--- src/hdl/ibmw_pkg.sv ---
`timescale 1ns / 1ps
// ----------------------------------------------------------------------------
// ibmw_pkg - shared types and constants of the block map walker
// Widths, map geometry, command and result codes, queue entry layout.
// ----------------------------------------------------------------------------
package ibmw_pkg;

	localparam int DIRECT_COUNT = 12;
	localparam int MAX_LEVELS   = 6;
	localparam int BLOCK_BYTES  = 4096;
	localparam int FIFO_ENTRIES = 4;

	localparam int BLOCK_SHIFT  = $clog2(BLOCK_BYTES);
	localparam int WORD_SHIFT   = 3;
	localparam int DIGIT_BITS   = BLOCK_SHIFT - WORD_SHIFT;
	localparam int WORD_W       = 64;
	localparam int IMAGE_W      = 49;
	localparam int ADDR_W       = 48;
	localparam int LIMIT_W      = IMAGE_W - BLOCK_SHIFT;
	localparam int ADDR_HI_W    = ADDR_W - BLOCK_SHIFT;
	localparam int LEVEL_W      = 3;
	localparam int REM_W        = DIGIT_BITS * MAX_LEVELS;
	localparam int SHIFT_W      = $clog2(REM_W + 1);
	localparam int DIGIT_IDX_W  = $clog2(MAX_LEVELS);
	localparam int INODE_BYTES  = (DIRECT_COUNT + MAX_LEVELS) * (1 << WORD_SHIFT);

	localparam logic CMD_REQUEST  = 1'b0;
	localparam logic CMD_RESPONSE = 1'b1;
	localparam logic KIND_READ    = 1'b0;
	localparam logic KIND_DONE    = 1'b1;

	typedef logic [MAX_LEVELS+1:0][WORD_W-1:0] base_tbl_t;
	typedef logic [MAX_LEVELS-1:0][DIGIT_BITS-1:0] digits_t;

	// first logical block of each level, entry zero for the direct pointers
	function automatic base_tbl_t level_bases();
		base_tbl_t tbl;
		tbl[0] = '0;
		tbl[1] = WORD_W'(DIRECT_COUNT);
		for (int l = 2; l <= MAX_LEVELS + 1; l++) begin
			tbl[l] = tbl[l-1] + (WORD_W'(1) << (DIGIT_BITS * (l - 1)));
		end
		return tbl;
	endfunction

	localparam base_tbl_t LEVEL_BASES = level_bases();

	typedef struct packed {
		logic              command;
		logic [WORD_W-1:0] logical_block;
		logic [WORD_W-1:0] inode_blk;
		logic [WORD_W-1:0] read_data;
	} in_item_t;

	typedef struct packed {
		logic              result_kind;
		logic [ADDR_W-1:0] read_address;
		logic [WORD_W-1:0] physical_block;
		logic              found;
	} out_item_t;

	typedef logic [IMAGE_W-1:0] cfg_item_t;

	typedef struct packed {
		logic                  command;
		logic                  start_bad;
		logic [LEVEL_W-1:0]    level;
		digits_t               digits;
		logic [ADDR_HI_W-1:0]  addr_hi;
		logic [DIGIT_BITS-1:0] slot;
		logic [WORD_W-1:0]     word;
		logic                  word_null;
		logic                  word_fit;
	} q_item_t;

endpackage

--- src/hdl/ibmw_chan_if.sv ---
`timescale 1ns / 1ps
// ----------------------------------------------------------------------------
// ibmw_chan_if - valid/ready channel
// Carries one payload of type T per request.
// ----------------------------------------------------------------------------
interface ibmw_chan_if #(
	parameter type T = logic
) ();
	logic valid;
	logic ready;
	T     data;

	modport source (output valid, output data, input ready);
	modport sink   (input valid, input data, output ready);
endinterface

--- src/hdl/ibmw_back.sv ---
`timescale 1ns / 1ps
// ----------------------------------------------------------------------------
// ibmw_back - walk sequencer
// Keeps the walk state, turns each queued request into a word read or a
// finished translation, and holds the result in an output register.
// ----------------------------------------------------------------------------
module ibmw_back (
	input  logic              clk,
	input  logic              arst_n,
	input  logic              head_valid,
	output logic              head_ready,
	input  ibmw_pkg::q_item_t head,
	ibmw_chan_if.source       result
);
	import ibmw_pkg::*;

	localparam logic [WORD_SHIFT-1:0] WORD_PAD = '0;

	logic                   busy_q;
	logic                   await_q;
	logic [LEVEL_W-1:0]     level_q;
	logic [LEVEL_W-1:0]     depth_q;
	digits_t                digits_q;
	logic                   out_valid_q;
	out_item_t              out_q;

	logic                   pop;
	logic                   emit;
	logic                   digits_we;
	logic                   busy_d;
	logic                   await_d;
	logic [LEVEL_W-1:0]     level_d;
	logic [LEVEL_W-1:0]     depth_d;
	logic [DIGIT_IDX_W-1:0] idx;
	out_item_t              res;

	assign head_ready = !out_valid_q || result.ready;
	assign pop        = head_valid && head_ready;

	assign idx = (depth_q < LEVEL_W'(MAX_LEVELS)) ? DIGIT_IDX_W'(depth_q)
		: DIGIT_IDX_W'(depth_q - LEVEL_W'(MAX_LEVELS));

	always_comb begin
		emit      = 1'b0;
		digits_we = 1'b0;
		busy_d    = busy_q;
		await_d   = await_q;
		level_d   = level_q;
		depth_d   = depth_q;
		res       = '0;
		if (head.command == CMD_REQUEST) begin
			digits_we = 1'b1;
			emit      = 1'b1;
			if (head.start_bad) begin
				busy_d             = 1'b0;
				await_d            = 1'b0;
				res.result_kind    = KIND_DONE;
				res.physical_block = '1;
			end else begin
				busy_d           = 1'b1;
				await_d          = 1'b1;
				level_d          = head.level;
				depth_d          = '0;
				res.result_kind  = KIND_READ;
				res.read_address = {head.addr_hi, head.slot, WORD_PAD};
			end
		end else if (busy_q) begin
			emit = 1'b1;
			if (head.word_null) begin
				busy_d             = 1'b0;
				await_d            = 1'b0;
				res.result_kind    = KIND_DONE;
				res.physical_block = '1;
			end else if ((await_q && level_q == '0) || (!await_q && depth_q >= level_q)) begin
				busy_d             = 1'b0;
				await_d            = 1'b0;
				res.result_kind    = KIND_DONE;
				res.physical_block = head.word;
				res.found          = 1'b1;
			end else if (!head.word_fit) begin
				busy_d             = 1'b0;
				await_d            = 1'b0;
				res.result_kind    = KIND_DONE;
				res.physical_block = '1;
			end else begin
				await_d          = 1'b0;
				depth_d          = depth_q + 1'b1;
				res.result_kind  = KIND_READ;
				res.read_address = {head.word[ADDR_HI_W-1:0], digits_q[idx], WORD_PAD};
			end
		end
	end

	always_ff @(posedge clk or negedge arst_n) begin
		if (!arst_n) begin
			busy_q      <= 1'b0;
			await_q     <= 1'b0;
			level_q     <= '0;
			depth_q     <= '0;
			out_valid_q <= 1'b0;
		end else begin
			if (pop) begin
				busy_q  <= busy_d;
				await_q <= await_d;
				level_q <= level_d;
				depth_q <= depth_d;
			end
			if (pop && emit) begin
				out_valid_q <= 1'b1;
			end else if (result.ready) begin
				out_valid_q <= 1'b0;
			end
		end
	end

	always_ff @(posedge clk) begin
		if (pop && digits_we) begin
			digits_q <= head.digits;
		end
		if (pop && emit) begin
			out_q <= res;
		end
	end

	assign result.valid = out_valid_q;
	assign result.data  = out_q;

`ifndef ASSERT_OFF
	a_depth_le_level: assert property (@(posedge clk) disable iff (!arst_n)
		busy_q |-> depth_q <= level_q)
		else $error("walk depth passed its level");
	a_level_range: assert property (@(posedge clk) disable iff (!arst_n)
		busy_q |-> level_q <= LEVEL_W'(MAX_LEVELS))
		else $error("walk level out of range");
	a_await_busy: assert property (@(posedge clk) disable iff (!arst_n)
		!busy_q |-> !await_q)
		else $error("inode word awaited while idle");
	a_await_depth: assert property (@(posedge clk) disable iff (!arst_n)
		await_q |-> depth_q == '0)
		else $error("walk descended before the inode word");
`endif

endmodule

--- src/flat_wrapper.sv ---
// flat-port wrapper written by rule: the top's interface ports become plain ports
module ibmw_back_flat import ibmw_pkg::*;
  (clk, arst_n, head_valid, head_ready, head, result_valid, result_data, result_ready);
  ibmw_chan_if result_i ();
  input  logic clk;
  input  logic arst_n;
  input  logic head_valid;
  output logic head_ready;
  input  ibmw_pkg::q_item_t head;
  output wire logic [$bits(result_i.valid)-1:0] result_valid;
  output wire logic [$bits(result_i.data)-1:0] result_data;
  input wire logic [$bits(result_i.ready)-1:0] result_ready;
  assign result_valid = result_i.valid;
  assign result_data = result_i.data;
  assign result_i.ready = result_ready;
  ibmw_back u_core (.clk(clk), .arst_n(arst_n), .head_valid(head_valid), .head_ready(head_ready), .head(head), .result(result_i));
endmodule
--- config.mk ---
export PLATFORM = sky130hd
export DESIGN_NAME = ibmw_back_flat
export DESIGN_NICKNAME = d
export VERILOG_FILES = /design/src/hdl/ibmw_pkg.sv /design/src/hdl/ibmw_chan_if.sv /design/src/hdl/ibmw_back.sv /design/src/flat_wrapper.sv
export SDC_FILE = /design/constraint.sdc
export NUM_CORES = 1
export LEC_CHECK = 0
export ABC_AREA = 1
export BUFFER_PORTS_ARGS = -buffer_cell sky130_fd_sc_hd__buf_2
export CAP_MARGIN = 25
export CORE_AREA = 5 5 65 67
export DETAILED_ROUTE_END_ITERATION = 8
export DIE_AREA = 0 0 70 72
export PLACE_DENSITY_LB_ADDON = 0.25
export SYNTH_ARGS = -nofsm -noshare
export SYNTH_HDL_FRONTEND = slang
export SYNTH_SLANG_ARGS = --single-unit
--- constraint.sdc ---
create_clock -name clk -period 2.37 [get_ports clk]
set_clock_uncertainty 0.15 [all_clocks]
set_input_delay 0.237 -clock clk [delete_from_list [all_inputs] [get_ports clk]]
set_output_delay 0.237 -clock clk [all_outputs]
set_load 0.05 [all_outputs]
==> metrics.md, run 1 <==
| Metric | Value |
|---|---|
| Final worst path period share | 0.708 |
| CTS tree | yes |
| Slowest stage delay, CP | 0.39 ns |
| Setup TNS | 0 ns |
| Synthesized area | 552 um^2 |
| Critical path, cell by cell | inv_1 > ha_1 > inv_1 > nand2_1 > nand2_1 > nand2_1 > nand2_1 > nand3_1 > nand2_2 > nand2_2 > nand2_1 > nand2_1 |
| DIE HEIGHT | 72 um |
| Worst endpoint required time | 2.39 ns |
| Diodes inserted | 0 |
| Slowest cell on the critical path | dfrtp_1 |
| Gr ovfl total | 0 |
| Synth unique cells | 16 |
| Max Buffers Root-to-Sink | 2 |
| Root Buffer | clkbuf_4 |
| FP Rows | 22 |
| DRC | 0 |
| GP Congestion | 0.728 |
| Reg2Reg Depth | 12 |
| Initial DRC Count | 16 |
| Area growth syn-to-layout | 31.1% |
| Fin util | 0.202 |
| Resized cells post-CTS | 0 |
| Die Footprint | 5040 um^2 |
| Dominant cells by area after synthesis | dfrtp_1, inv_1, nand2_1 |
| Outcome | finished, final reports clean |
| Dpl cells | 130 |
| Placeable core area | 3580 um^2 |
| Clk sinks | 10 |
| Finished Layout Cells | 135 |
| Worst setup EP type | register |
| Leakage | 0.396 nW |
| Final min period | 1.68 ns |
| Post-synth top area share | 0.408 |
| Count of hold buffers inserted by post-cts repair | 1 |
| Cell with the most instances on the worst path | nand2_1 |
| Fill cells | 429 |
| Max_cap viols | 0 |
| Syn Nets | 247 |
| H-tree depth | 1 |
| CTS Buf Count | 3 |
| F_max | 0.596 GHz |
| Least-Margin Pin Slew | 0.587 ns |
| Hold WC Path Type | in -> reg |
| Post-CTS Setup Bufs | 0 |
| Arr. time, crit path | 1.69 ns |
| Number of global-route vias before repair | 436 |
| Leading area contributor after synthesis | dfrtp_1 |
| Peak VDD IR | 0.143 mV |
| Critical Path Start Type | register |
| Final nets | 266 |
| Total Routing Usage GR | 0.0545 |
| Vias per cell | 3.33 |
| Layout cells sized above 1 | 0.264 |
| Drt wl/cell | 9.12 um |
| CP top delay family | simple AND/OR/NAND/NOR gates |
| Port buffer count | 13 |
| Post-synthesis sequential area ratio | 0.463 |
| Final Hold Viols | 0 |
| Hold slack | 0.0679 ns |
| Area of placed instances | 677 um^2 |
| Flops & latches, synth | 10 |
| CP Max Fanout | 4 |
| Synth warn | 0 |
| # setup viols final | 0 |
| Worst setup path class | reg -> reg |
| Pwr/cell area | 745 nW/um^2 |
| Post-DP HPWL | 986 um |
| First-pass GRT wire length | 2.04 mm |
| Slew Limit Fails | 0 |
| Final non-filler cell area | 723 um^2 |
| Die W | 70 um |
| Initial antenna violation count | 0 |
| Vias | 449 |
| CP bufs+invs | 2 |
| Post-Syn Instances | 69 |
| Drt pass-1 iters | 4 |
| Clk_lat worst skew | 0.27 ns |
| Largest net degree at the start of global routing | 10 |
| Starting Density | 0.154 |
| Unrepaired setup endpoints after global routing | false |
| Clock-pin slew on the worst setup and hold paths | 0.07 ns |
| Top Ports | 177 |
| Relative slew slack | 0.609 |
| Hold depth | 3 |
| Post-detailed-routing wire length | 1.23 mm |
| Post-route ant nets | 0 |
| WP depth | 12 |
| Syn Area/Cell | 8.00 um^2 |
## power by group
group          internal, W  switching (W)  leakage, nW
Sequential        0.000207      0.0000240        0.120
Combinational    0.0000558      0.0000944        0.255
Clock            0.0000933      0.0000644       0.0210
## synth_stat cells
cell      number
o21ai_0        2
nor2_1         6
edfxtp_1       1
or2_1          1
a211oi_1       1
xnor2_1        1
nand3_1        4
nand2_2        4
nand4_1        1
ha_1           4
nor2_2         1
dfrtp_1        9
nand2_1       14
inv_2          1
a21oi_1        5
inv_1         14
## final cells by class
cell class	count	area [um^2]	area share
clock buffers	4	36.3	0.0502
inverters	15	56.3	0.0779
multi-input cells	44	240	0.332
flip-flops and latches	10	255	0.353
well taps	48	60.1	0.0830
repair buffers	14	75.1	0.104
## cell families (layout without fill, tap and decap cells)
family / after synthesis / in the layout / synth area share
AOI/OAI and AO/OA: 8 / 8 / 0.0771
and+or+nand+nor: 31 / 31 / 0.252
DFF: 10 / 10 / 0.463
adders and majority gates: 4 / 4 / 0.0907
xor gates and xnor gates: 1 / 1 / 0.0159
buffers and inverters: 15 / 33 / 0.102
## placed cells by master (no fill, tap or decap)
master | synthesis | final
a211oi_1 | 1 | 1
a21oi_1 | 5 | 5
buf_2 | 0 | 13
clkbuf_4 | 0 | 3
clkbuf_8 | 0 | 1
dfrtp_1 | 9 | 9
dlygate4sd3_1 | 0 | 1
edfxtp_1 | 1 | 1
ha_1 | 4 | 4
inv_1 | 14 | 14
inv_2 | 1 | 1
nand2_1 | 14 | 14
nand2_2 | 4 | 4
nand3_1 | 4 | 4
nand4_1 | 1 | 1
nor2_1 | 6 | 6
nor2_2 | 1 | 1
o21ai_0 | 2 | 2
or2_1 | 1 | 1
xnor2_1 | 1 | 1
## path summary, 6_finish.rpt
check                                               from                            end  slack, ns
max reg2reg                u_core.depth_q[0]$_DFFE_PN0P_  u_core.depth_q[1]$_DFFE_PN0P_       0.69
max in group asynchronous                         arst_n  u_core.level_q[1]$_DFFE_PN0P_       1.68
min reg2reg                u_core.depth_q[0]$_DFFE_PN0P_  u_core.depth_q[0]$_DFFE_PN0P_       0.39
min in group asynchronous                         arst_n  u_core.depth_q[2]$_DFFE_PN0P_       0.20
min                                            head[165]  u_core.level_q[0]$_DFFE_PN0P_       0.07
max                        u_core.depth_q[0]$_DFFE_PN0P_  u_core.depth_q[1]$_DFFE_PN0P_       0.69
## flip-flops by register name, summed over array words and instances (netlist names)
name / count
u_core.await_q: 1
u_core.busy_q: 1
u_core.depth_q: 3
u_core.level_q: 3
u_core.result.data: 1
u_core.result.valid: 1
## worst reg2reg max path: stages, from the launching register on
cell and delay, ns:
dfrtp_1 0.39, inv_1 0.06, ha_1 0.28, inv_1 0.06, nand2_1 0.04, nand2_1 0.05
nand2_1 0.05, nand2_1 0.08, nand3_1 0.08, nand2_2 0.11, nand2_2 0.08, nand2_1 0.09
nand2_1 0.05
## per-layer routing
metal / track usage / share of wire / vias to the layer above
li1: - / - / 250
met1: 0.0732 / 0.55 / 184
met2: 0.0672 / 0.37 / 15
met3: 0.0374 / 0.076 / 0
met4: 0.0191 / 0 / 0
met5: 0 / 0 / -
## per-stage QoR
stage	worst slack, ns	total power (W)
3_3_place_gp	0.699	0.000385
5_1_grt	0.518	0.000587
6_report	0.692	0.000539
3_5_place_dp	0.694	0.000386
4_1_cts	0.674	0.000549
2_1_floorplan	0.540	0.000342
(Power assumes the default switching activity.)
==> run 2: changes to the inputs <==
Settings changed: CORE_AREA 5 5 65 67 to not set, CORE_MARGIN set to 5, CORE_UTILIZATION set to 16, DIE_AREA 0 0 70 72 to not set.
Clock period 2.37 ns to 1.4 ns, I/O delays scaled along.
==> run 2 against run 1 <==
Against the previous run: design area is 26% higher; non-clock buffer count increased by 13; the run now ends with setup timing left; largest cell class is now multi-input combinational cells; worst hold slack worse by 0.0054 ns.
==> metrics.md, run 2 (synthesized netlist as in run 1, its figures left out) <==
| Metric | Value |
|---|---|
| Outcome | finished, violations left (was finished, final reports clean) |
| Failing checks | setup timing |
| Leakage | 0.465 nW (was 0.396 nW) |
| Area growth syn-to-layout | 65.8% (was 31.1%) |
| Worst Hold End | u_core.busy_q$_DFFE_PN0P_ (was u_core.level_q[0]$_DFFE_PN0P_) |
| Slew Limit Fails | 0 (unchanged) |
| Relative slew slack | 0.834 (was 0.609) |
| Reg2Reg Depth | 12 (unchanged) |
| Fin worst setup slack | -0.183 ns (was 0.692 ns) |
| Top Ports | 177 (unchanged) |
| Cell with the most instances on the worst path | nand2_2 (was nand2_1) |
| Commonest non-fill, non-tap cell in the layout | inv_1 |
| Final nets | 279 (was 266) |
| Hold slack | 0.0625 ns (was 0.0679 ns) |
| Critical path, cell by cell | inv_1 > ha_1 > inv_1 > nand2_1 > nand2_2 > nand2_2 > nand2_2 > nand3_2 > nand2_2 > nand2_2 > nand2_1 > nand2_1 (was inv_1 > ha_1 > inv_1 > nand2_1 > nand2_1 > nand2_1 > nand2_1 > nand3_1 > nand2_2 > nand2_2 > nand2_1 > nand2_1) |
| Port buffer count | 13 (unchanged) |
| GRT met2 Usage | 0.107 (was 0.0672) |
| Vias | 533 (was 449) |
| Slowest cell on the critical path | dfrtp_1 (unchanged) |
| Max Buffers Root-to-Sink | 2 (unchanged) |
| Starting Density | 0.165 (was 0.154) |
| Area of placed instances | 761 um^2 (was 677 um^2) |
| Post-route ant nets | 0 (unchanged) |
| Max_cap viols | 0 (unchanged) |
| CTS Buf Count | 3 (unchanged) |
| Clock-pin slew on the worst setup and hold paths | 0.07 ns (about the same) |
| CTS tree | yes (unchanged) |
| Pwr/cell area | 1200 nW/um^2 (was 745 nW/um^2) |
| Layer with the highest usage | met2 (was met1) |
| Grt met1 use | 0.0868 (was 0.0732) |
| Worst R2R Start | u_core.depth_q[0]$_DFFE_PN0P_ (unchanged) |
| Final Hold Viols | 0 (unchanged) |
| Finished Layout Cells | 146 (was 135) |
| Final worst path period share | 1.13 (was 0.708) |
| Vias per cell | 3.65 (was 3.33) |
| Unrepaired setup endpoints after global routing | true (was false) |
| H-tree depth | 1 (unchanged) |
| Dpl cells | 137 (was 130) |
| Die Footprint | 4720 um^2 (was 5040 um^2) |
| Initial antenna violation count | 0 (unchanged) |
| GP Congestion | 0.820 (was 0.728) |
| Layout cells sized above 1 | 0.460 (was 0.264) |
| Final non-filler cell area | 915 um^2 (was 723 um^2) |
| Number of global-route vias before repair | 532 (was 436) |
| # setup viols final | 5 (was 0) |
| Fin util | 0.274 (was 0.202) |
| Worst endpoint required time | 1.42 ns (was 2.39 ns) |
| Diodes inserted | 0 (unchanged) |
| Least-Margin Pin Slew | 0.248 ns (was 0.587 ns) |
| Hold Path Origin | head_valid (was head[165]) |
| Peak VDD IR | 0.442 mV (was 0.143 mV) |
| Reg-to-Reg End | u_core.depth_q[0]$_DFFE_PN0P_ (was u_core.depth_q[1]$_DFFE_PN0P_) |
| Hold WC Path Type | in -> reg (unchanged) |
| Worst setup path class | reg -> reg (unchanged) |
| Post-DP HPWL | 1.08 mm (was 986 um) |
| Largest net degree at the start of global routing | 10 (unchanged) |
| Die W | 68.7 um (was 70 um) |
| Arr. time, crit path | 1.60 ns (was 1.69 ns) |
| Critical Path Start Type | register (unchanged) |
| Clk sinks | 10 (unchanged) |
| Initial DRC Count | 18 (was 16) |
| DRC | 0 (unchanged) |
| Final min period | 1.58 ns (was 1.68 ns) |
| Placeable core area | 3340 um^2 (was 3580 um^2) |
| Gr ovfl total | 0 (unchanged) |
| Top Registers | u_core.depth_q: 3 flops, u_core.level_q: 3 flops (unchanged) |
| Fill cells | 359 (was 429) |
| Place WS | -0.217 ns (was 0.694 ns) |
| Clk_lat worst skew | 0.27 ns (about the same) |
| CP Max Fanout | 4 (unchanged) |
| DIE HEIGHT | 68.7 um (was 72 um) |
| Hold depth | 4 (was 3) |
| Most frequent cells in the layout | inv_1, buf_2, nand2_1, buf_4, dfrtp_1 (was inv_1, nand2_1, buf_2, dfrtp_1, nor2_1) |
| First-pass GRT wire length | 2.39 mm (was 2.04 mm) |
| Worst setup EP type | register (unchanged) |
| FP Rows | 21 (was 22) |
| Total Routing Usage GR | 0.0736 (was 0.0545) |
| Drt wl/cell | 9.77 um (was 9.12 um) |
| Slowest stage delay, CP | 0.36 ns (was 0.39 ns) |
| Met3 Use GR | 0.0438 (was 0.0374) |
| Post-detailed-routing wire length | 1.43 mm (was 1.23 mm) |
| Root Buffer | clkbuf_4 (unchanged) |
| Drt pass-1 iters | 4 (unchanged) |
| Register-to-register setup slack | -0.18 ns (was 0.69 ns) |
| F_max | 0.632 GHz (was 0.596 GHz) |
-- run 2: cell count changes in the layout (fill, tap and decap cells not counted), moves of 2 or more --
cell | previous run | this run
buf_4 | 0 | 9
buf_6 | 0 | 2
nand2_2 | 4 | 7
ha_1 | 4 | 2
a21oi_1 | 5 | 3
dlygate4sd3_1 | 1 | 4
nand2_1 | 14 | 10
ha_4 | 0 | 2
-- run 2: repair_timing --
action,CTS,global route
endpoints found under the setup margin,6,8
gates resized for setup,6,10
hold endpoints to repair,12,0
buffers inserted,1,0
gates cloned,0,0
pin swaps,4,5
hold buffers,4,0
-- run 2: area by class of cell --
type / count / area (um^2) / share of cell area
Multi-Input combinational cell: 44 / 318 / 0.347
Clock buffer: 4 / 36.3 / 0.0397
Inverter: 15 / 56.3 / 0.0616
Sequential cell: 10 / 256 / 0.280
Timing Repair Buffer: 27 / 190 / 0.208
Tap cell: 46 / 57.6 / 0.0629
-- run 2: metal layers --
layer  routed length (um)  up-vias
met1                  648      232
li1                     -      277
met5                    0        -
met3                  160        2
met2                  604       22
met4                   12        0
-- run 2: stage by stage --
step	setup TNS (ns)	total power (W)
floorplan	-0.453	0.000592
CTS	-0.924	0.00105
global placement	-0.718	0.000737
detailed placement	-0.875	0.000738
global route	-1.38	0.00119
finish	-0.782	0.00110
-- run 2: worst max-delay path by stage --
stage | cells past startpoint | endpoint | slack [ns] | from
3_3_place_gp | 11 | u_core.depth_q[2]$_DFFE_PN0P_ | -0.17 | u_core.depth_q[1]$_DFFE_PN0P_
5_1_grt | 11 | u_core.depth_q[0]$_DFFE_PN0P_ | -0.29 | u_core.level_q[0]$_DFFE_PN0P_
2_1_floorplan | 9 | u_core.depth_q[0]$_DFFE_PN0P_ | -0.11 | u_core.depth_q[2]$_DFFE_PN0P_
6_report | 12 | u_core.depth_q[0]$_DFFE_PN0P_ | -0.18 | u_core.depth_q[0]$_DFFE_PN0P_
3_5_place_dp | 11 | u_core.depth_q[0]$_DFFE_PN0P_ | -0.22 | u_core.depth_q[2]$_DFFE_PN0P_
4_1_cts | 8 | u_core.result.data$_SDFFCE_PP0P_ | -0.20 | u_core.depth_q[2]$_DFFE_PN0P_
-- run 2: critical path: cells and delay by family, from the launching register on --
family	cells	cell delay, ns
adder cells (fa/ha/maj)	1	0.26
buffers and inverters	2	0.10
flip-flops	1	0.36
AND/OR/NAND/NOR	9	0.62
-- run 2: report_power, final --
group	switching [W]	internal, W	leakage, nW	total (W)
Sequential	0.0000406	0.000351	0.119	0.000391
Clock	0.000106	0.000158	0.0210	0.000264
Combinational	0.000231	0.000210	0.325	0.000441
