<file path="src/hdl/ibmw_pkg.sv">
`timescale 1ns / 1ps
// ----------------------------------------------------------------------------
// ibmw_pkg - shared types and constants of the block map walker
// Widths, map geometry, command and result codes, queue entry layout.
// ----------------------------------------------------------------------------
package ibmw_pkg;

	localparam int DIRECT_COUNT = 12;
	localparam int MAX_LEVELS   = 6;
	localparam int BLOCK_BYTES  = 4096;
	localparam int FIFO_ENTRIES = 4;

	localparam int BLOCK_SHIFT  = $clog2(BLOCK_BYTES);
	localparam int WORD_SHIFT   = 3;
	localparam int DIGIT_BITS   = BLOCK_SHIFT - WORD_SHIFT;
	localparam int WORD_W       = 64;
	localparam int IMAGE_W      = 49;
	localparam int ADDR_W       = 48;
	localparam int LIMIT_W      = IMAGE_W - BLOCK_SHIFT;
	localparam int ADDR_HI_W    = ADDR_W - BLOCK_SHIFT;
	localparam int LEVEL_W      = 3;
	localparam int REM_W        = DIGIT_BITS * MAX_LEVELS;
	localparam int SHIFT_W      = $clog2(REM_W + 1);
	localparam int DIGIT_IDX_W  = $clog2(MAX_LEVELS);
	localparam int INODE_BYTES  = (DIRECT_COUNT + MAX_LEVELS) * (1 << WORD_SHIFT);

	localparam logic CMD_REQUEST  = 1'b0;
	localparam logic CMD_RESPONSE = 1'b1;
	localparam logic KIND_READ    = 1'b0;
	localparam logic KIND_DONE    = 1'b1;

	typedef logic [MAX_LEVELS+1:0][WORD_W-1:0] base_tbl_t;
	typedef logic [MAX_LEVELS-1:0][DIGIT_BITS-1:0] digits_t;

	// first logical block of each level, entry zero for the direct pointers
	function automatic base_tbl_t level_bases();
		base_tbl_t tbl;
		tbl[0] = '0;
		tbl[1] = WORD_W'(DIRECT_COUNT);
		for (int l = 2; l <= MAX_LEVELS + 1; l++) begin
			tbl[l] = tbl[l-1] + (WORD_W'(1) << (DIGIT_BITS * (l - 1)));
		end
		return tbl;
	endfunction

	localparam base_tbl_t LEVEL_BASES = level_bases();

	typedef struct packed {
		logic              command;
		logic [WORD_W-1:0] logical_block;
		logic [WORD_W-1:0] inode_blk;
		logic [WORD_W-1:0] read_data;
	} in_item_t;

	typedef struct packed {
		logic              result_kind;
		logic [ADDR_W-1:0] read_address;
		logic [WORD_W-1:0] physical_block;
		logic              found;
	} out_item_t;

	typedef logic [IMAGE_W-1:0] cfg_item_t;

	typedef struct packed {
		logic                  command;
		logic                  start_bad;
		logic [LEVEL_W-1:0]    level;
		digits_t               digits;
		logic [ADDR_HI_W-1:0]  addr_hi;
		logic [DIGIT_BITS-1:0] slot;
		logic [WORD_W-1:0]     word;
		logic                  word_null;
		logic                  word_fit;
	} q_item_t;

endpackage

</file>
<file path="src/hdl/ibmw_queue.sv">
`timescale 1ns / 1ps
// ----------------------------------------------------------------------------
// ibmw_queue - classified request queue
// Small first-in first-out buffer between the front and the back part.
// ----------------------------------------------------------------------------
module ibmw_queue #(
	parameter int DEPTH = ibmw_pkg::FIFO_ENTRIES
) (
	input  logic              clk,
	input  logic              arst_n,
	input  logic              push_valid,
	output logic              push_ready,
	input  ibmw_pkg::q_item_t push_data,
	output logic              pop_valid,
	input  logic              pop_ready,
	output ibmw_pkg::q_item_t pop_data
);
	import ibmw_pkg::*;

	localparam int PTR_W = (DEPTH > 1) ? $clog2(DEPTH) : 1;
	localparam int CNT_W = $clog2(DEPTH + 1);

	q_item_t            mem_q [DEPTH];
	logic [PTR_W-1:0]   wr_ptr_q;
	logic [PTR_W-1:0]   rd_ptr_q;
	logic [CNT_W-1:0]   count_q;
	logic               push;
	logic               pop;

	assign push_ready = count_q != CNT_W'(DEPTH);
	assign pop_valid  = count_q != '0;
	assign push       = push_valid && push_ready;
	assign pop        = pop_valid && pop_ready;
	assign pop_data   = mem_q[rd_ptr_q];

	always_ff @(posedge clk or negedge arst_n) begin
		if (!arst_n) begin
			wr_ptr_q <= '0;
			rd_ptr_q <= '0;
			count_q  <= '0;
		end else begin
			if (push) begin
				wr_ptr_q <= (wr_ptr_q == PTR_W'(DEPTH - 1)) ? '0 : wr_ptr_q + 1'b1;
			end
			if (pop) begin
				rd_ptr_q <= (rd_ptr_q == PTR_W'(DEPTH - 1)) ? '0 : rd_ptr_q + 1'b1;
			end
			case ({push, pop})
				2'b10:   count_q <= count_q + 1'b1;
				2'b01:   count_q <= count_q - 1'b1;
				default: count_q <= count_q;
			endcase
		end
	end

	always_ff @(posedge clk) begin
		if (push) begin
			mem_q[wr_ptr_q] <= push_data;
		end
	end

`ifndef ASSERT_OFF
	a_count_range: assert property (@(posedge clk) disable iff (!arst_n)
		count_q <= CNT_W'(DEPTH))
		else $error("queue count beyond depth");
	a_count_up: assert property (@(posedge clk) disable iff (!arst_n)
		(push && !pop) |=> count_q == $past(count_q) + 1'b1)
		else $error("queue count missed a push");
	a_count_down: assert property (@(posedge clk) disable iff (!arst_n)
		(pop && !push) |=> count_q == $past(count_q) - 1'b1)
		else $error("queue count missed a pop");
`endif

endmodule

</file>
<file path="config.mk">
export PLATFORM = sky130hd
export DESIGN_NAME = ibmw_queue
export DESIGN_NICKNAME = d
export VERILOG_FILES = /design/src/hdl/ibmw_pkg.sv /design/src/hdl/ibmw_queue.sv
export SDC_FILE = /design/constraint.sdc
export NUM_CORES = 1
export LEC_CHECK = 0
export ABC_AREA = 1
export BUFFER_PORTS_ARGS = -buffer_cell sky130_fd_sc_hd__buf_2
export CORE_ASPECT_RATIO = 1.4
export CORE_MARGIN = 1
export CORE_UTILIZATION = 55
export CTS_CLUSTER_DIAMETER = 40
export CTS_CLUSTER_SIZE = 8
export DETAILED_ROUTE_END_ITERATION = 12
export PLACE_DENSITY = 0.84
export SETUP_SLACK_MARGIN = 0.2
export SLEW_MARGIN = 20
export SYNTH_ARGS = -nofsm -noshare
export SYNTH_HDL_FRONTEND = slang
export SYNTH_SLANG_ARGS = --single-unit
</file>
<file path="constraint.sdc">
create_clock -name clk -period 18.5 [get_ports clk]
set_clock_uncertainty 0.05 [all_clocks]
set_input_delay 2.775 -clock clk [delete_from_list [all_inputs] [get_ports clk]]
set_output_delay 2.775 -clock clk [all_outputs]
set_load 0.005 [all_outputs]
</file>
==> flow_metrics.tcl, run 1 <==
set metrics [dict create \
    post_cts_buffers 0 \
    wl_met2_um 31100 \
    dp_hpwl_um 33800 \
    setup_viol 0 \
    slowest_stage "dfrtp_4" \
    total_power_mw 5.28 \
    mostFrequentLayoutCell "edfxtp_1" \
    path_cells "buf_4 -> buf_4 -> buf_4 -> nand2_1 -> o211ai_1 -> nand2_1 -> buf_2" \
    die_w_um 191 \
    nFillCells 3299 \
    final_cell_mix "680 x edfxtp_1, 525 x nand2_1, 353 x inv_1" \
    path_class "reg2out" \
    peakVddDrop_mv 0.169 \
    p_seq_share_pct 41.0 \
    fin_area_um2 32200 \
    synth_area_leader_cell "edfxtp_1" \
    core_um2 49200 \
    p_leak_nw 12.8 \
    clock_sinks 687 \
    met3_length_um 4170 \
    power_frac_comb_pct 28.6 \
    clockRootBuffer "clkbuf_16" \
    fin_hold_ws_ns 0.427 \
    p_int_mw 3.56 \
    vias 16800 \
    fmax_mhz 132 \
    hold_violations 0 \
    slew_violations 0 \
    cts_hold_buffers 0 \
    io_pins 346 \
    path_clk_slew_ns 0.05 \
    cp_max_fo 101 \
    cpMostUsedCell "buf_4" \
    status "completed" \
    drt-pass1-iter-count 5 \
    syn_area_um2 27500 \
    ys_warn_count 0 \
    synth-seq-cells 687 \
    cts_tree "built" \
    tightest_slew_ns 1.09 \
    ys_seq_area_share_pct 74.8 \
    htree_levels 3 \
    synth_area_leaders "edfxtp_1 74%, o211ai_1 9.0%, nand2_1 7.2%" \
    period_needed_ns 7.57 \
    relSlewSlack_pct 27.4 \
    routed.top_layer "met5" \
    cp.buffers_inverters 4 \
    routedWlPerCell_um 18.9 \
    syn2layout_area_growth_pct 17.1 \
    timing.final.crit_share_pct 40.9 \
    multi_input_area_um2 4780 \
    portBuffers 345 \
    clock_latency_ns 0.62 \
    dieArea_um2 50900 \
    p_sw_mw 1.72 \
    rsz0062_at_grt "false" \
    track_usage_pct 23.0 \
    die_y_um 267 \
    path_delay_family "buffers and inverters" \
    cts_resized 0 \
    final_core_util_pct 65.5 \
    ant_nets 0 \
    clkPwrFrac_pct 30.4 \
    worstPathArrival_ns 4.75 \
    place_congestion 0.767 \
    drc 0 \
    num_rows 96 \
    nNetsFinal 2576 \
    drt_first_iter_violations 1107 \
    switching_share_pct 32.6 \
    cts_made_buffers 98 \
    cellPowerDensity_nw_per_um2 164 \
    start_util_pct 55.9 \
    end_kind "output pin" \
    synth_cell_type_count 18 \
    grt_pass1_vias 17400 \
    critPathRequiredTime_ns 15.68 \
    antenna_found_initial 20 \
    drive_gt1_share_pct 20.2 \
    start_kind "flip-flop" \
    r2r_slack_ns 15.28 \
    maxCapViolCount 0 \
    wl_um 58500 \
    fin_tns_setup_ns 0 \
    syn-num-nets 2223 \
    clockBufferDepth 3 \
    synth_top_area_share_pct 74.2 \
    syn_area_per_cell_um2 13.5 \
    min_path_type "reg2reg" \
    final-seq-area_um2 20600 \
    viasPerCell 5.42 \
    place_area_um2 29400 \
    grt_pass1_wl_um 89300 \
    grt_max_degree 137 \
    syn-instance-count 2042 \
    wl_met1_um 20900 \
    overflow 0 \
    slowest_delay_ns 1.08 \
]
per-stage QoR:
step	setup slack [ns]	std cells
final	10.93	3092
after global routing	10.55	3089
after CTS	10.95	3075
after detailed placement	11.65	2932
after floorplan	7.77	2042
after global placement	11.92	2932
worst paths after layout:
path,from,end,depth (start not counted)
setup / recovery,rd_ptr_q[0],pop_data[45],7
hold / removal,count_q[0],count_q[0],1
setup reg to reg,count_q[0],mem_q[1][58],6
hold reg to reg,count_q[0],count_q[0],1
max in group asynchronous,arst_n,rd_ptr_q[1],1
min in group asynchronous,arst_n,rd_ptr_q[0],1
per-layer routing:
metal  up-vias  global-route usage, %
met2       552                   41.3
li1       7842                      -
met1      8224                   24.4
met5         -                      0
met3       140                   5.88
met4         8                   12.6
layout make-up:
cell class,count,share of cell area (%)
Inverter,354,4.14
Antenna cell,17,0.132
Clock buffer,136,8.31
Timing Repair Buffer,366,5.86
Sequential cell,687,63.9
Clock inverter,7,0.353
Tap cell,637,2.47
Multi-Input combinational cell,888,14.8
synth_stat cells (all sizes together):
cell type / count
buf: 105
clkbuf: 8
dfrtp: 7
edfxtp: 680
fa: 1
ha: 6
inv: 354
nand2: 525
nand3: 7
nand4: 1
nor2: 6
o211ai: 340
o21ai: 1
xnor2: 1
sequential cells by signal, summed over array words and instances, names as in the netlist:
signal    cells
count_q       3
mem_q       680
rd_ptr_q      2
wr_ptr_q      2
logic make-up (layout without fill, tap and decap cells):
group	after synthesis	in the layout	synth area share [%]
DFF	687	687	74.8
and+or+nand+nor	539	539	7.39
xor gates and xnor gates	1	1	0.0318
buffers and inverters	467	863	7.92
other	0	17	0
adders and majority gates	7	7	0.346
AOI/OAI and AO/OA	341	341	9.48
power by group through the flow:
stage	clock network [mW]	registers [mW]	logic, mW
floorplan	0	2.21	1.03
detailed placement	0	2.19	1.51
finish	1.60	2.17	1.51
CTS	1.63	2.17	1.53
global placement	0	2.17	1.45
global route	1.70	2.19	1.67
Power figures use the tool's default switching activity.
==> inputs of run 2 (changes only) <==
--- a/config.mk
+++ b/config.mk
@@ -5,7 +5,7 @@
 export SDC_FILE = /design/constraint.sdc
 export NUM_CORES = 1
 export LEC_CHECK = 0
-export ABC_AREA = 1
+export ABC_AREA = 0
 export BUFFER_PORTS_ARGS = -buffer_cell sky130_fd_sc_hd__buf_2
 export CORE_ASPECT_RATIO = 1.4
 export CORE_MARGIN = 1
@@ -13,7 +13,7 @@
 export CTS_CLUSTER_DIAMETER = 40
 export CTS_CLUSTER_SIZE = 8
 export DETAILED_ROUTE_END_ITERATION = 12
-export PLACE_DENSITY = 0.84
+export PLACE_DENSITY = 0.85
 export SETUP_SLACK_MARGIN = 0.2
 export SLEW_MARGIN = 20
 export SYNTH_ARGS = -nofsm -noshare
==> constraint.sdc (replaced) <==
create_clock -name clk -period 7.9 [get_ports clk]
set_clock_uncertainty 0.05 [all_clocks]
set_input_delay 1.185 -clock clk [delete_from_list [all_inputs] [get_ports clk]]
set_output_delay 1.185 -clock clk [all_outputs]
set_load 0.005 [all_outputs]
==> flow_metrics.tcl, run 2 <==
set metrics [dict create \
    p_sw_mw 3.18 \
    critPathRequiredTime_ns 6.66 \
    drc 0 \
    synth_area_leaders "edfxtp_1 82%, mux4_2 15%, dfrtp_1 0.70%" \
    antenna_found_initial 19 \
    top_regs "mem_q x680, count_q x3" \
    largest_reg_flops 680 \
    wl_um 51000 \
    startpoint "rd_ptr_q[0]" \
    p_seq_share_pct 43.5 \
    die_w_um 182 \
    cts_tree "built" \
    grt_pass1_wl_um 74200 \
    synth-edff-count 680 \
    synth_top_area_share_pct 81.9 \
    slew_violations 0 \
    slowest_stage "dfrtp_4" \
    routedWlPerCell_um 26.1 \
    core_um2 44900 \
    mostFrequentLayoutCell "edfxtp_1" \
    fmax_mhz 234 \
    synth_cell_type_count 22 \
    grt_max_degree 154 \
    synthArstFlopShare_pct 1.02 \
    setup_viol 0 \
    cts_hold_buffers 0 \
    status "completed" \
    regMostFlops "mem_q" \
    cp_max_fo 89 \
    dp_hpwl_um 28500 \
    pre_cts_slack_ns 3.99 \
    syn2layout_area_growth_pct 20.4 \
    synth_common_cells "680 x edfxtp_1, 170 x mux4_2, 20 x buf_2" \
    synth-seq-cells 687 \
    rsz0062_at_grt "false" \
    path_cells "buf_12 -> mux4_2 -> buf_2" \
    io_pins 346 \
    path_delay_family "flip-flops" \
    cts_made_buffers 98 \
    synth-main-ff-cell "edfxtp_1" \
    synth_area_leader_cell "edfxtp_1" \
    worstPathArrival_ns 3.04 \
    min_path_type "in2async" \
    track_usage_pct 22.1 \
    fin_tns_setup_ns 0 \
    hold_violations 0 \
    ys_seq_area_share_pct 82.6 \
    peakVddDrop_mv 0.466 \
    timing.final.crit_share_pct 54.1 \
    syn_area_per_cell_um2 26.9 \
    vias 11400 \
    place_congestion 0.748 \
    final_core_util_pct 66.9 \
    r2r-end "mem_q[2][120]" \
    p_int_mw 8.50 \
    r2r_slack_ns 5.07 \
    grt_pass1_vias 12400 \
    fin_area_um2 30000 \
    total_power_mw 11.7 \
    post_cts_buffers 0 \
    cp.buffers_inverters 2 \
    ff2ff_path_depth 3 \
    end_kind "output pin" \
    drt_first_iter_violations 816 \
    start_kind "flip-flop" \
    place_area_um2 27300 \
    power_frac_comb_pct 25.4 \
    maxCapViolCount 0 \
    htree_levels 3 \
    clockRootBuffer "clkbuf_16" \
    clock_sinks 687 \
    switching_share_pct 27.2 \
    cts_resized 0 \
    clock_latency_ns 0.62 \
    dieArea_um2 46200 \
    portBuffers 345 \
    period_needed_ns 4.27 \
    nNetsFinal 1527 \
    cellPowerDensity_nw_per_um2 389 \
    overflow 0 \
    yosysMostFrequentCell "edfxtp_1" \
    drt-pass1-iter-count 4 \
    tightest_slew_ns 1.09 \
    syn-num-nets 1109 \
    clkPwrFrac_pct 31.1 \
    final_cell_mix "680 x edfxtp_1, 345 x buf_2, 170 x mux4_2" \
    p_leak_nw 10.3 \
    path_clk_slew_ns 0.05 \
    die_y_um 254 \
    viasPerCell 5.85 \
    drive_gt1_share_pct 47.1 \
    r2r_start "count_q[2]" \
    relSlewSlack_pct 27.2 \
    syn-instance-count 928 \
    clockBufferDepth 3 \
    fin_ws_ns 3.63 \
    path_class "reg2out" \
    ant_nets 0 \
    slowest_delay_ns 0.88 \
    syn_area_um2 24900 \
    ys_warn_count 0 \
    start_util_pct 55.6 \
    path_depth 3 \
    cp-endpoint "pop_data[61]" \
    num_rows 92 \
]
run 2: cell count changes in the layout (fill, tap and decap cells not counted), sizes merged, moves of 3 or more:
cell / before / now
mux2: 0 / 4
nand3: 7 / 0
nand2: 525 / 1
buf: 366 / 356
inv: 356 / 10
clkinv: 3 / 7
o211ai: 340 / 0
and3: 0 / 4
mux4: 0 / 170
clkbuf: 136 / 119
nor2: 6 / 3
run 2: worst register-to-register path, stage by stage, from the launching register on:
cell,delay (ns)
dfrtp_1,0.40
or3b_4,0.27
and3_4,0.74
buf_4,0.92
run 2: power groups by stage:
stage	combinational, mW	sequential [mW]	clock [mW]
6_report	2.96	5.08	3.63
4_1_cts	2.95	5.15	3.70
2_1_floorplan	1.89	5.11	0
3_5_place_dp	2.90	5.20	0
3_3_place_gp	2.86	5.14	0
5_1_grt	3.16	5.14	3.84
run 2: cell type report:
cell class	instances	area, um^2
flip-flops and latches	687	20600
inverters	7	26.3
well taps	564	706
multi-input cells	196	4100
repair buffers	356	1900
diodes	15	37.5
fillers	2708	14900
clock buffers	119	2560
clock inverters	12	110
run 2: kinds of logic (layout without fill, tap and decap cells):
kind of cell | after synthesis | after routing | synth area share [%]
DFF | 687 | 687 | 82.6
xor gates and xnor gates | 3 | 3 | 0.105
and+or+nand+nor | 11 | 11 | 0.266
other | 0 | 15 | 0
adders and majority gates | 7 | 7 | 0.381
muxes | 175 | 175 | 15.6
buffers and inverters | 45 | 494 | 1.09
run 2: stage by stage:
stage          cells  hold slack, ns
2_1_floorplan    928           0.397
3_3_place_gp    1808           0.415
3_5_place_dp    1808           0.443
4_1_cts         1939           0.311
5_1_grt         1954           0.330
6_report        1956           0.347
run 2: how the worst min path moves through the flow:
stage	to	start	slack, ns	cells past startpoint
4_1_cts	rd_ptr_q[0]	arst_n	0.31	1
5_1_grt	wr_ptr_q[1]	arst_n	0.33	1
3_3_place_gp	count_q[2]	count_q[2]	0.41	1
3_5_place_dp	count_q[2]	count_q[2]	0.44	1
6_report	count_q[2]	arst_n	0.35	1
2_1_floorplan	count_q[2]	count_q[2]	0.40	1
run 2: metal layers:
layer  track usage [%]  vias up  part of all wire (%)  wire [um]
met5                 0        -                  0.12         63
met1              25.3     5945                    34      17500
met4              13.3       10                   4.8       2440
met3              5.40      134                   7.1       3620
li1                  -     4870                     -          -
met2              38.0      488                    54      27400
==> inputs of run 3 (changes only) <==
--- a/config.mk
+++ b/config.mk
@@ -5,7 +5,7 @@
 export SDC_FILE = /design/constraint.sdc
 export NUM_CORES = 1
 export LEC_CHECK = 0
-export ABC_AREA = 0
+export ABC_AREA = 1
 export BUFFER_PORTS_ARGS = -buffer_cell sky130_fd_sc_hd__buf_2
 export CORE_ASPECT_RATIO = 1.4
 export CORE_MARGIN = 1
@@ -13,7 +13,7 @@
 export CTS_CLUSTER_DIAMETER = 40
 export CTS_CLUSTER_SIZE = 8
 export DETAILED_ROUTE_END_ITERATION = 12
-export PLACE_DENSITY = 0.85
+export PLACE_DENSITY = 0.84
 export SETUP_SLACK_MARGIN = 0.2
 export SLEW_MARGIN = 20
 export SYNTH_ARGS = -nofsm -noshare
==> constraint.sdc (replaced) <==
create_clock -name clk -period 4 [get_ports clk]
set_clock_uncertainty 0.05 [all_clocks]
set_input_delay 0.6 -clock clk [delete_from_list [all_inputs] [get_ports clk]]
set_output_delay 0.6 -clock clk [all_outputs]
set_load 0.005 [all_outputs]
==> flow_metrics.tcl, run 3 (same netlist as run 1, synthesis figures left out) <==
set metrics [dict create \
    track_usage_pct 23.6 \
    gr-max-usage-layer "met2" \
    overflow 0 \
    drt_first_iter_violations 1288 \
    cts_tree "built" \
    slowest_stage "dfrtp_4" \
    routedWlPerCell_um 19.4 \
    die_w_um 191 \
    tightest_slew_ns 1.12 \
    top_regs "mem_q x680, count_q x3" \
    relSlewSlack_pct 25.2 \
    rsz0062_at_grt "false" \
    critPathRequiredTime_ns 3.35 \
    ant_nets 0 \
    path_clk_slew_ns 0.05 \
    htree_levels 3 \
    hold_violations 0 \
    num_rows 96 \
    mostFrequentLayoutCell "edfxtp_1" \
    portBuffers 345 \
    core_um2 49200 \
    cpMostUsedCell "nand2_1" \
    slew_violations 0 \
    clock_latency_ns 0.62 \
    drive_gt1_share_pct 21.1 \
    maxCapViolCount 0 \
    wl_um 60100 \
    fin_tns_setup_ns 0 \
    fin_hold_ws_ns 0.136 \
    vias 17000 \
    largest_reg_flops 680 \
    start_util_pct 55.9 \
    grt_max_degree 108 \
    end_kind "output pin" \
    grt_pass1_vias 17800 \
    clockRootBuffer "clkbuf_16" \
    cellPowerDensity_nw_per_um2 753 \
    timing.final.crit_share_pct 85.5 \
    setup_viol 0 \
    cts_made_buffers 96 \
    antenna_found_initial 21 \
    path_cells "buf_4 -> nand2_1 -> o211ai_1 -> nand2_1 -> buf_2" \
    gr-usage-met2_pct 41.7 \
    cp_max_fo 78 \
    clock_sinks 687 \
    grt_pass1_wl_um 91500 \
    dp_hpwl_um 35800 \
    worstPathArrival_ns 2.77 \
    grtUsageMet1_pct 25.4 \
    fmax_mhz 293 \
    drt-pass1-iter-count 5 \
    die_y_um 267 \
    peakVddDrop_mv 0.595 \
    place_congestion 0.782 \
    period_needed_ns 3.42 \
    p_leak_nw 12.9 \
    use_met3_pct 6.19 \
    syn2layout_area_growth_pct 17.9 \
    viasPerCell 5.47 \
    fin_ws_ns 0.582 \
    clockBufferDepth 3 \
    post_cts_buffers 0 \
    regMostFlops "mem_q" \
    final_cell_mix "680 x edfxtp_1, 524 x nand2_1, 353 x inv_1" \
    start_kind "flip-flop" \
    min_path_type "in2reg" \
    total_power_mw 24.4 \
    final_core_util_pct 65.9 \
    drc 0 \
    status "completed" \
    pre_cts_slack_ns 1.28 \
    path_class "reg2out" \
    dieArea_um2 50900 \
    io_pins 346 \
    nNetsFinal 2603 \
    slowest_delay_ns 1.07 \
]
==> run 3: cell count changes in the layout (fill, tap and decap cells not counted), moves of 3 or more <==
cell,before,now
nand2_1,1,524
o211ai_1,0,330
mux4_2,170,0
buf_4,5,33
buf_12,4,16
clkinv_2,3,0
inv_1,7,353
nor2_4,0,4
o211ai_2,0,10
nand3_1,0,7
and3_4,4,0
==> run 3: timing repair <==
item	in CTS	in global routing
gates resized for setup	0	0
hold endpoints to repair	7	0
hold buffers	1	0
==> run 3: area by class of cell <==
cell class                      count  area, um^2
Antenna cell                       14        35.0
Clock buffer                      118        2510
Clock inverter                      8        86.3
Fill cell                        3295       16800
Inverter                          354        1330
Multi-Input combinational cell    888        4780
Sequential cell                   687       20600
Tap cell                          637         797
Timing Repair Buffer              395        2300
==> run 3: power by group <==
group | leakage [nW] | switching [mW] | total (mW) | internal (mW)
combinational | 5.33 | 4.71 | 7.36 | 2.65
sequential | 6.31 | 0.529 | 9.99 | 9.46
clock | 1.26 | 2.75 | 7.07 | 4.32
total | 12.9 | 7.99 | 24.4 | 16.4
==> run 3: metal layers <==
metal | routed length (um) | part of all wire (%)
met1 | 21600 | 36
met2 | 31800 | 53
met3 | 4310 | 7.2
met4 | 2330 | 3.9
met5 | 85 | 0.14
==> run 3: metrics by stage <==
stage          instance area, um^2  std cells
2_1_floorplan                27600       2042
3_3_place_gp                 29800       2960
3_5_place_dp                 29800       2960
4_1_cts                      32400       3087
5_1_grt                      32400       3100
6_report                     32400       3101
==> run 3: path summary, 6_finish.rpt <==
| kind | cells past startpoint | slack, ns | start | to |
|---|---|---|---|---|
| setup / recovery | 5 | 0.58 | rd_ptr_q[0] | pop_data[94] |
| hold / removal | 1 | 0.14 | push_data[61] | mem_q[1][61] |
| setup reg to reg | 5 | 1.59 | count_q[0] | mem_q[0][30] |
| hold reg to reg | 1 | 0.45 | count_q[0] | count_q[0] |
| max in group asynchronous | 2 | 3.37 | arst_n | rd_ptr_q[1] |
| min in group asynchronous | 2 | 0.33 | arst_n | wr_ptr_q[0] |
==> run 3: critical path: cells and delay by family (launching register included) <==
kind / cells / cell delay [ns]
and+or+nand+nor: 2 / 0.21
AOI/OAI and AO/OA: 1 / 0.12
DFF: 1 / 1.07
buffers and inverters: 2 / 0.60
